===== src/rtl/core/sorted_table_binary_search_assert.svh =====
// ---------------------------------------------------------------------------
// sorted table binary search assertion macros
// concurrent checks sampled on clk, held off while rst_n is low
// ---------------------------------------------------------------------------
`ifndef SORTED_TABLE_BINARY_SEARCH_ASSERT_SVH
`define SORTED_TABLE_BINARY_SEARCH_ASSERT_SVH

// consequent must hold in the same cycle as the antecedent
`define STBS_ASSERT_SAME(lbl, ante, cons, msg) \
  lbl: assert property (@(posedge clk) disable iff (!rst_n) (ante) |-> (cons)) \
    else $error(msg);

// consequent must hold in the cycle after the antecedent
`define STBS_ASSERT_NEXT(lbl, ante, cons, msg) \
  lbl: assert property (@(posedge clk) disable iff (!rst_n) (ante) |=> (cons)) \
    else $error(msg);

`endif


===== src/rtl/core/stbs_pkg.sv =====
// ---------------------------------------------------------------------------
// stbs_pkg
// shared constants for the sorted table binary search block
// ---------------------------------------------------------------------------
`default_nettype none

package stbs_pkg;

  localparam int DEF_TABLE_DEPTH = 128;
  localparam int DEF_KEY_WIDTH   = 24;

  localparam int SLOT_W          = 7;
  localparam int ENTRY_COUNT_W   = 8;

  localparam logic [ENTRY_COUNT_W-1:0] ENTRY_COUNT_RESET = 8'd96;

  localparam logic CMD_LOAD  = 1'b0;
  localparam logic CMD_QUERY = 1'b1;

endpackage

`default_nettype wire


===== src/rtl/core/sorted_table_binary_search.sv =====
// ---------------------------------------------------------------------------
// sorted_table_binary_search
// membership test on a table of ascending keys by binary search
// ---------------------------------------------------------------------------
// usage
//   input channel (in_valid/in_ready): one transfer carries cmd, slot, key.
//     a load (cmd 0) writes key into slot and gives no result; a slot at or
//     beyond the table depth is dropped. a query (cmd 1) gives one result.
//   result channel (out_valid/out_ready): one transfer carries found.
//   config channel (cfg_valid/cfg_data): writes entry_count, always ready.
//     counts above the table depth act as the depth, zero means empty.
// sequence
//   a load is written at its transfer and leaves the sequencer idle. a
//   query on a non-empty table passes the low, high, probe and finish
//   states before out_valid, with p probes (at most floor(log2 n)+1);
//   the next item is taken in the cycle the result appears. each probe
//   is one read of the single key memory. a query rejected by the range
//   check ends after the first or second memory read.
// reset and stalls
//   rst_n (synchronous) clears the sequencer and the valid flag and sets
//   entry_count to 96; the key memory keeps no reset value. while the
//   receiver stalls, a finished result waits in the output register and
//   the next item is still taken; a second result waits until it drains.
// ---------------------------------------------------------------------------
`default_nettype none

module sorted_table_binary_search #(
  parameter int TABLE_DEPTH = stbs_pkg::DEF_TABLE_DEPTH,
  parameter int KEY_WIDTH   = stbs_pkg::DEF_KEY_WIDTH
) (
  input  wire logic                               clk,
  input  wire logic                               rst_n,
  // item input
  input  wire logic                               in_valid,
  output      logic                               in_ready,
  input  wire logic                               in_cmd,
  input  wire logic [stbs_pkg::SLOT_W-1:0]        in_slot,
  input  wire logic [KEY_WIDTH-1:0]               in_key,
  // result output
  output      logic                               out_valid,
  input  wire logic                               out_ready,
  output      logic                               out_found,
  // entry_count register write
  input  wire logic                               cfg_valid,
  output      logic                               cfg_ready,
  input  wire logic [stbs_pkg::ENTRY_COUNT_W-1:0] cfg_data
);

  `include "sorted_table_binary_search_assert.svh"

  localparam int IDX_W = $clog2(TABLE_DEPTH);

  // sequencer codes
  localparam logic [2:0] ST_IDLE  = 3'd0;  // waiting for an item
  localparam logic [2:0] ST_LOW   = 3'd1;  // first entry arriving
  localparam logic [2:0] ST_HIGH  = 3'd2;  // last entry in use arriving
  localparam logic [2:0] ST_PROBE = 3'd3;  // centre entry arriving
  localparam logic [2:0] ST_FIN   = 3'd4;  // answer ready for the output reg

  // key memory, one write port and one registered read port
  logic [KEY_WIDTH-1:0] mem [TABLE_DEPTH];
  logic [IDX_W-1:0]     rd_addr;
  logic [KEY_WIDTH-1:0] rd_data_r;

  logic [2:0]                         state_r, state_nxt;
  logic [KEY_WIDTH-1:0]               key_r, key_nxt;
  logic [IDX_W:0]                     lo_r, lo_nxt;
  logic [IDX_W:0]                     hi_r, hi_nxt;
  logic [IDX_W:0]                     ctr_r, ctr_nxt;
  logic                               found_r, found_nxt;
  logic                               out_valid_r, out_valid_nxt;
  logic                               out_found_r, out_found_nxt;
  logic [stbs_pkg::ENTRY_COUNT_W-1:0] count_r;

  logic           in_fire;
  logic           load_ok;
  logic [31:0]    slot_ext;
  logic [31:0]    n_ext;
  logic [31:0]    hi_init;
  logic           probe_lt;
  logic           probe_eq;
  logic [IDX_W:0] lo_step;
  logic [IDX_W:0] hi_step;
  logic           step_empty;
  logic [IDX_W+1:0] mid_sum;
  logic [IDX_W+1:0] step_sum;

  assign in_ready  = (state_r == ST_IDLE);
  assign in_fire   = in_valid && in_ready;
  assign cfg_ready = 1'b1;
  assign out_valid = out_valid_r;
  assign out_found = out_found_r;

  // loads beyond the table depth are dropped
  assign slot_ext = 32'(in_slot);
  assign load_ok  = in_fire && (in_cmd == stbs_pkg::CMD_LOAD) &&
                    (slot_ext < 32'(TABLE_DEPTH));

  // entries in use, saturated at the depth
  assign n_ext   = (32'(count_r) > 32'(TABLE_DEPTH)) ? 32'(TABLE_DEPTH) : 32'(count_r);
  assign hi_init = n_ext - 32'd1;

  // probe compare and the next interval
  assign probe_lt   = rd_data_r < key_r;
  assign probe_eq   = rd_data_r == key_r;
  assign lo_step    = probe_lt ? (ctr_r + 1'b1) : lo_r;
  assign hi_step    = probe_lt ? hi_r : (ctr_r - 1'b1);
  // going left from slot zero leaves an empty interval
  assign step_empty = (lo_step > hi_step) || (!probe_lt && (ctr_r == '0));
  assign step_sum   = {1'b0, lo_step} + {1'b0, hi_step};
  assign mid_sum    = {1'b0, lo_r} + {1'b0, hi_r};

  always_comb begin
    state_nxt     = state_r;
    key_nxt       = key_r;
    lo_nxt        = lo_r;
    hi_nxt        = hi_r;
    ctr_nxt       = ctr_r;
    found_nxt     = found_r;
    rd_addr       = '0;
    out_valid_nxt = out_valid_r && !out_ready;
    out_found_nxt = out_found_r;

    case (state_r)
      ST_IDLE: begin
        // the read of slot zero goes out with the query transfer
        if (in_fire && (in_cmd == stbs_pkg::CMD_QUERY)) begin
          key_nxt = in_key;
          lo_nxt  = '0;
          hi_nxt  = hi_init[IDX_W:0];
          if (n_ext == 32'd0) begin
            found_nxt = 1'b0;
            state_nxt = ST_FIN;
          end else begin
            state_nxt = ST_LOW;
          end
        end
      end
      ST_LOW: begin
        rd_addr = hi_r[IDX_W-1:0];
        if (key_r < rd_data_r) begin
          found_nxt = 1'b0;
          state_nxt = ST_FIN;
        end else begin
          state_nxt = ST_HIGH;
        end
      end
      ST_HIGH: begin
        ctr_nxt = mid_sum[IDX_W+1:1];
        rd_addr = ctr_nxt[IDX_W-1:0];
        if (key_r > rd_data_r) begin
          found_nxt = 1'b0;
          state_nxt = ST_FIN;
        end else begin
          state_nxt = ST_PROBE;
        end
      end
      ST_PROBE: begin
        ctr_nxt = step_sum[IDX_W+1:1];
        rd_addr = ctr_nxt[IDX_W-1:0];
        if (probe_eq) begin
          found_nxt = 1'b1;
          state_nxt = ST_FIN;
        end else if (step_empty) begin
          found_nxt = 1'b0;
          state_nxt = ST_FIN;
        end else begin
          lo_nxt = lo_step;
          hi_nxt = hi_step;
        end
      end
      ST_FIN: begin
        // hand over once the output register is free or draining
        if (!out_valid_r || out_ready) begin
          out_valid_nxt = 1'b1;
          out_found_nxt = found_r;
          state_nxt     = ST_IDLE;
        end
      end
      default: begin
        state_nxt = ST_IDLE;
      end
    endcase
  end

  // key memory
  always_ff @(posedge clk) begin
    if (load_ok) begin
      mem[slot_ext[IDX_W-1:0]] <= in_key;
    end
    rd_data_r <= mem[rd_addr];
  end

  // control state
  always_ff @(posedge clk) begin
    if (!rst_n) begin
      state_r     <= ST_IDLE;
      out_valid_r <= 1'b0;
      count_r     <= stbs_pkg::ENTRY_COUNT_RESET;
    end else begin
      state_r     <= state_nxt;
      out_valid_r <= out_valid_nxt;
      if (cfg_valid && cfg_ready) begin
        count_r <= cfg_data;
      end
    end
  end

  // search payload
  always_ff @(posedge clk) begin
    key_r       <= key_nxt;
    lo_r        <= lo_nxt;
    hi_r        <= hi_nxt;
    ctr_r       <= ctr_nxt;
    found_r     <= found_nxt;
    out_found_r <= out_found_nxt;
  end

  // a query transfer occupies the sequencer
  `STBS_ASSERT_NEXT(a_query_busy, in_fire && (in_cmd == stbs_pkg::CMD_QUERY), !in_ready, "query transfer did not leave idle")
  // results only come from a finished search
  `STBS_ASSERT_SAME(a_result_src, $rose(out_valid_r), $past(state_r) == ST_FIN, "result raised outside finish")
  // every probe lies inside a non-empty interval
  `STBS_ASSERT_SAME(a_probe_range, state_r == ST_PROBE, (lo_r <= ctr_r) && (ctr_r <= hi_r), "probe outside search interval")
  // a load never creates a result
  `STBS_ASSERT_NEXT(a_load_silent, load_ok && !out_valid_r, !out_valid_r, "load produced a result")

endmodule

`default_nettype wire

===== config.mk =====
export PLATFORM = sky130hd
export DESIGN_NAME = sorted_table_binary_search
export DESIGN_NICKNAME = d
export VERILOG_FILES = /design/src/rtl/core/stbs_pkg.sv /design/src/rtl/core/sorted_table_binary_search.sv
export VERILOG_INCLUDE_DIRS = /design/src /design/src/rtl/core
export SDC_FILE = /design/constraint.sdc
export NUM_CORES = 2
export LEC_CHECK = 0
export BUFFER_PORTS_ARGS = -buffer_cell sky130_fd_sc_hd__buf_2
export CORE_AREA = 2 2 528 530
export CTS_BUF_LIST = sky130_fd_sc_hd__clkbuf_4 sky130_fd_sc_hd__clkbuf_8
export DETAILED_ROUTE_END_ITERATION = 16
export DIE_AREA = 0 0 530 532
export GPL_TIMING_DRIVEN = 0
export PLACE_DENSITY = 0.67
export SKIP_LAST_GASP = 1
export SYNTH_ARGS = -nofsm -noshare
export SYNTH_HDL_FRONTEND = slang
export SYNTH_SLANG_ARGS = --single-unit

===== constraint.sdc =====
create_clock -name clk -period 6.4 [get_ports clk]
set_clock_uncertainty 0.15 [all_clocks]
set_input_delay 0.96 -clock clk [delete_from_list [all_inputs] [get_ports clk]]
set_output_delay 0.96 -clock clk [all_outputs]
set_load 0.05 [all_outputs]

* After elaboration in Yosys (flattened, before gate mapping)
Memory sizes are Yosys's and may differ from the RTL's. A register that Yosys moved wholly into a read port is not among the register bits.
Index checks and enable logic that the tools add are counted.
** Word-level totals
- Register bits :: 62
- Memories kept :: 1
- Bits in writable memories :: 3072
- Output and inout port bits :: 4
- Logic and storage cells :: 89
- Input port bits :: 45
** Cells by class
- Bitwise logic cells :: 1
- Eq/ne operators :: 13
- Multiplexer cells :: 32
- $add $sub $neg :: 5
- Reduce and logical (&&, ||, !) cells :: 22
- Order comparisons :: 6
** Memories
- mem :: words 128, width 24, read ports 1, clocked after memory_dff 1, wr ports 1, line sorted_table_binary_search.sv:61 : logic [KEY_WIDTH-1:0] mem [TABLE_DEPTH];
** Operator list (number)
- 8-bit 2-to-1 mux :: 9
- 24-bit < comparator :: 2
- 8-bit case mux with 2 select lines :: 3
- 32-bit logical NOT :: 1
- 24-bit equality test :: 1
- 24-bit > comparator :: 1
- 3-bit 2-to-1 mux :: 7
- 7-bit case mux with 3 select lines :: 1
- 8-bit by 8-bit adder with 9-bit output :: 2
- 8-bit by 1-bit subtractor with 8-bit output (second input constant) :: 2
- 3-bit case mux with 5 select lines :: 1
- 1-bit 2-to-1 mux :: 10
- 2-bit inequality test (second input constant) :: 5
- 8-bit by 1-bit adder with 8-bit output (second input constant) :: 1
- 8-bit > comparator :: 1
- 8-bit > comparator (second input constant) :: 1
- 8-bit logical NOT :: 1
- 7-bit by 8-bit < comparator with 1-bit output (second input constant) :: 1
- 3-bit by 2-bit equality test with 1-bit output (second input constant) :: 2
- 1-bit logical AND :: 6
- 6-bit AND reduction :: 1
- 2-bit by 1-bit inequality test with 1-bit output (second input constant) :: 2
- 1-bit case mux with 4 select lines :: 1
- 2-bit AND reduction :: 2
- 11 further kinds :: 15

* Depth between registers and ports, before layout
- Depth after elaboration :: 7
- Depth in mapped cells :: 30
- Gate-level depth less buffers :: 24

* Worst setup path after synthesis
No wires, ideal clock.
- Path kind :: flip-flop to flip-flop
- Start point :: register key_r[22]
- End point :: register rd_data_r[10], read port of mem
- Setup time :: 0.131 ns
- Required time :: 6.119 ns
- Setup slack :: 0.115 ns
- Arrival time :: 6.004 ns
- Path buffers :: 6
- Period minus slack after synthesis :: 6.285 ns
- Cell stages (with the launch flop) :: 25
- Cell sequence :: edfxtp_1 -> ha_1 -> nand4_2 -> nor3_1 -> a221oi_1 -> nand3_1 -> nand2_1 -> clkbuf_1 -> mux2_2 -> ha_1 -> inv_1 -> ha_1 -> mux2_2 -> nand2_1 -> a21o_1 -> clkbuf_1 -> buf_2 -> buf_2 -> buf_1 -> clkbuf_1 -> mux4_2 -> o2111ai_1 -> nand4_1 -> o211ai_1 -> o41ai_1
** Between the ends
- Longest elaborated chain between the ends :: 4
- Elaborated cells on any way between the ends :: 5
- Those cells by class :: add/sub: 1; order compare: 1; mux: 3
** RTL lines
- start: declaration :: line sorted_table_binary_search.sv:66 : logic [KEY_WIDTH-1:0] key_r, key_nxt;
- start signal: assignment :: line sorted_table_binary_search.sv:211 : key_r <= key_nxt;
- 24-bit < comparator :: line sorted_table_binary_search.sv:104 : assign probe_lt = rd_data_r < key_r;
- 8-bit 2-to-1 mux :: line sorted_table_binary_search.sv:106 : assign lo_step = probe_lt ? (ctr_r + 1'b1) : lo_r;
- net lo_step[1] :: line sorted_table_binary_search.sv:82 : logic [IDX_W:0] lo_step;
- 8-bit by 8-bit adder with 9-bit output :: line sorted_table_binary_search.sv:110 : assign step_sum = {1'b0, lo_step} + {1'b0, hi_step};
- 7-bit case mux with 3 select lines :: line sorted_table_binary_search.sv:124 : case (state_r)
- end: declaration :: line sorted_table_binary_search.sv:63 : logic [KEY_WIDTH-1:0] rd_data_r;
The timed path passes the listed nets, and every way through them passes these cells.
A chain may end at the register's enable or synchronous reset.

* Worst setup path in the final report
- Start point :: register key_r[6]
- End point :: register rd_data_r[11], read port of mem
Same word-level chain as after synthesis.

==> results.cfg <==
[outcome]
outcome = finished, violations left
violations = setup timing

[yosys]
ys.warnings.count = 0
synth_seq_area_share_pct = 76.5
ys_types = 68
synth_area_um2 = 124000
syn_nets = 6384
yosysTopAreaCellShare_pct = 75.9
syn_area_per_cell_um2 = 19.7
ys.flop_type = edfxtp_1
synthCells = 6286
synth-edff-count = 3122
ys_top_cells_by_area = edfxtp_1 (76%), mux4_2 (12%), nand2_1 (2.2%)
synth_top_cell_by_area = edfxtp_1
ys_ff_latch = 3158
synth-async-reset-ratio_pct = 0

[cts]
ctsRootBufferMaster = clkbuf_8
clock-sinks = 3158
worstSkewPairLatency_ns = 1.08
clk_pin_slew_ns = 0.07
cts_tree = done
cts_buffers = 524
cts_buffer_depth = 4
htree_num_levels = 6

[min_path]
worstHoldStart = rst_n
holdCritPathClass = in -> reg

[timing]
report.final.slew_viol_count = 0
finalCritPeriodShare_pct = 103
max_freq_mhz = 152
setup_ws_ns = -0.161
max_slew_margin_pct = 7.24
rsz0062_at_grt = true
layout_min_cycle_time_ns = 6.56
final_hold_viol_count = 0
tightest_slew_ns = 1.39
setup_viol = 17

[floorplanning]
die_height_um = 532
rows = 193
io_pins = 49
start_util_pct = 44.8
die_x_um = 530
dieArea_um2 = 282000
core_area_um2 = 276000

[placed_design]
dp_hpwl_mm = 222
gp_congestion = 0.962
dp_cells = 10100
io_buffers = 46

[grt]
grt_pass1_wl_mm = 480
grt_overflow = 0
antenna_found_initial = 22
track_usage_pct = 23.9
grt_max_degree = 94
grt_pass1_vias = 66400

[final_layout]
drive_gt1_share_pct = 32.3
syn_to_final_growth_pct = 17.2
instances_no_fill = 11100
fillerInstances = 21400
final_nets = 7133

[setup_path]
worst_setup_path_end_kind = flip-flop
cp_max_fo = 8
crit_arrival_ns = 7.30
critPathLaunch = key_r[6]
cp-start-kind = flip-flop
crit_type = reg -> reg
worstPathRequired_ns = 7.14
r2r-start = key_r[6]

[detailed_routing]
drc = 0
drt-initial-drc-count = 8708
wl_per_cell_um = 31.0
vias = 67000
firstDrtPassIters = 6
wl_mm = 345
ant_nets = 0
vias_per_cell = 6.02

[power]
p_leak_nw = 46.8
power.total_w = 0.0614
ir_drop_v = 0.000215
power_per_cell_area_nw_per_um2 = 424

[run]
max_cap_viol_count = 0
-- per-layer routing --
metal / vias to the layer above / part of all wire (%) / GRT usage [%]
li1: 27400 / - / -
met5: - / 0.029 / 0
met2: 3829 / 47 / 36.6
met1: 35100 / 38 / 32.2
met4: 8 / 5.0 / 11.6
met3: 757 / 10 / 5.90
-- worst paths after layout --
path / cells past startpoint / slack, ns / to
worst min register to register: 0 / 0.27 / out_found
worst max register to register: 25 / -0.16 / rd_data_r[11]
worst max-delay path: 25 / -0.16 / rd_data_r[11]
worst min-delay path: 2 / 0.06 / count_r[7]
-- logic make-up after synthesis --
logic type | after synthesis | synth area share [%]
XOR/XNOR | 31 | 0.220
multiplexers | 858 | 13.8
AO/OA/AOI/OAI | 434 | 2.59
adder cells (fa/ha/maj) | 53 | 0.543
flip-flops | 3158 | 76.5
AND/OR/NAND/NOR | 1323 | 4.85
buffers and inverters | 428 | 1.51
other | 1 | 0.00303
-- metrics by stage --
stage                     utilization (%)  hold slack, ns  cell area [um^2]  setup TNS [ns]  setup slack, ns
after detailed placement             47.5           0.256            131000          -99.00            -4.30
final                                52.5          0.0650            145000           -1.69           -0.161
after global placement               46.6           0.269            128000         -631.63            -4.62
after floorplan                         -           0.250            124000               0            0.115
after global routing                 52.5          0.0397            145000           -2.34           -0.222
after CTS                            52.0        0.000599            143000          -0.283          -0.0484
-- flip-flops by register name, summed over array words and instances (netlist names) --
signal,count
count_r,8
ctr_r,8
found_r,1
hi_r,8
key_r,24
lo_r,8
mem,3072
out_found,1
out_valid,1
rd_data_r,24
state_r,3
-- where the power goes --
| group | total, W | internal, W | switching [W] |
|---|---|---|---|
| sequential | 0.0230 | 0.0230 | 0.0000767 |
| combinational | 0.0212 | 0.00811 | 0.0131 |
| clock | 0.0171 | 0.00892 | 0.00822 |
-- what timing repair did --
item | CTS | global route
hold endpoints to repair | 2 | 0
resized for setup | 543 | 232
setup endpoints to repair | 42 | 24
setup buffers | 30 | 52
hold buffers | 2 | 0
gates cloned | 3 | 5
pin swaps | 57 | 57
-- cell usage after synthesis (all sizes together) (3+ instances only) --
cell type and number:
a211oi 29, a21boi 24, a21o 13, a21oi 58
a22oi 36, a311o 3, a31oi 26, a32oi 23
and2 13, and3 5, buf 174, clkbuf 207
dfxtp 36, edfxtp 3122, ha 52, inv 47
mux2 53, mux2i 131, mux4 674, nand2 712
nand2b 11, nand3 111, nand4 217, nor2 169
nor2b 38, nor3 16, nor3b 4, nor4 11
o2111ai 95, o211ai 24, o21a 6, o21ai 29
o21bai 8, o22ai 25, o41ai 24, or2 6
or3 5, xnor2 23, xor2 8
-- cell type report --
cell class / count / area [um^2] / area share (%)
diodes: 20 / 50.0 / 0.0346
inverters: 47 / 179 / 0.124
well taps: 3705 / 4640 / 3.20
clock inverters: 217 / 1390 / 0.959
multi-input cells: 2700 / 29400 / 20.3
flip-flops and latches: 3158 / 94500 / 65.3
repair buffers: 230 / 3210 / 2.21
clock buffers: 688 / 8470 / 5.85
plain buffers: 374 / 2950 / 2.04
-- cell usage in the layout, fill, tap and decap left out, types with 24 or more instances in the layout --
master     count
buf_2        105
a21oi_1       52
mux2_2        48
clkbuf_8     536
nor2b_1       38
o211ai_1      24
buf_8         62
nand3_1      110
clkbuf_4     193
clkinv_1     116
buf_16        49
clkbuf_2      72
nor2_4        65
inv_1         46
nor2_1        36
o2111ai_2     35
clkbuf_1      62
o2111ai_4     27
buf_4        111
edfxtp_1    3122
nor2_2        68
o2111ai_1     33
mux4_2       674
mux2i_1      123
ha_1          43
clkinv_2      42
buf_12        29
nand4_1      215
a22oi_2       26
dfxtp_1       36
buf_6         45
nand2_1      709
-- worst max-delay path, cell delays in order, from the launching register on --
cell and delay, ns:
edfxtp_1 0.41, ha_4 0.24, a21o_1 0.21, a21o_1 0.19
o311ai_4 0.47, nand3_4 0.17, nand2_4 0.15, clkbuf_16 0.17
mux2_4 0.31, ha_4 0.28, inv_4 0.04, ha_4 0.15
nor2_4 0.17, nor3b_2 0.09, nor3b_2 0.16, a311o_1 0.32
or2_4 0.28, o211a_4 0.29, buf_12 0.16, buf_16 0.16
buf_16 0.19, clkbuf_16 0.18, o2111ai_4 0.21, nand4_1 0.52
o211ai_1 0.54, o41ai_2 0.14
Note: power is estimated with default switching activity, not from simulation.
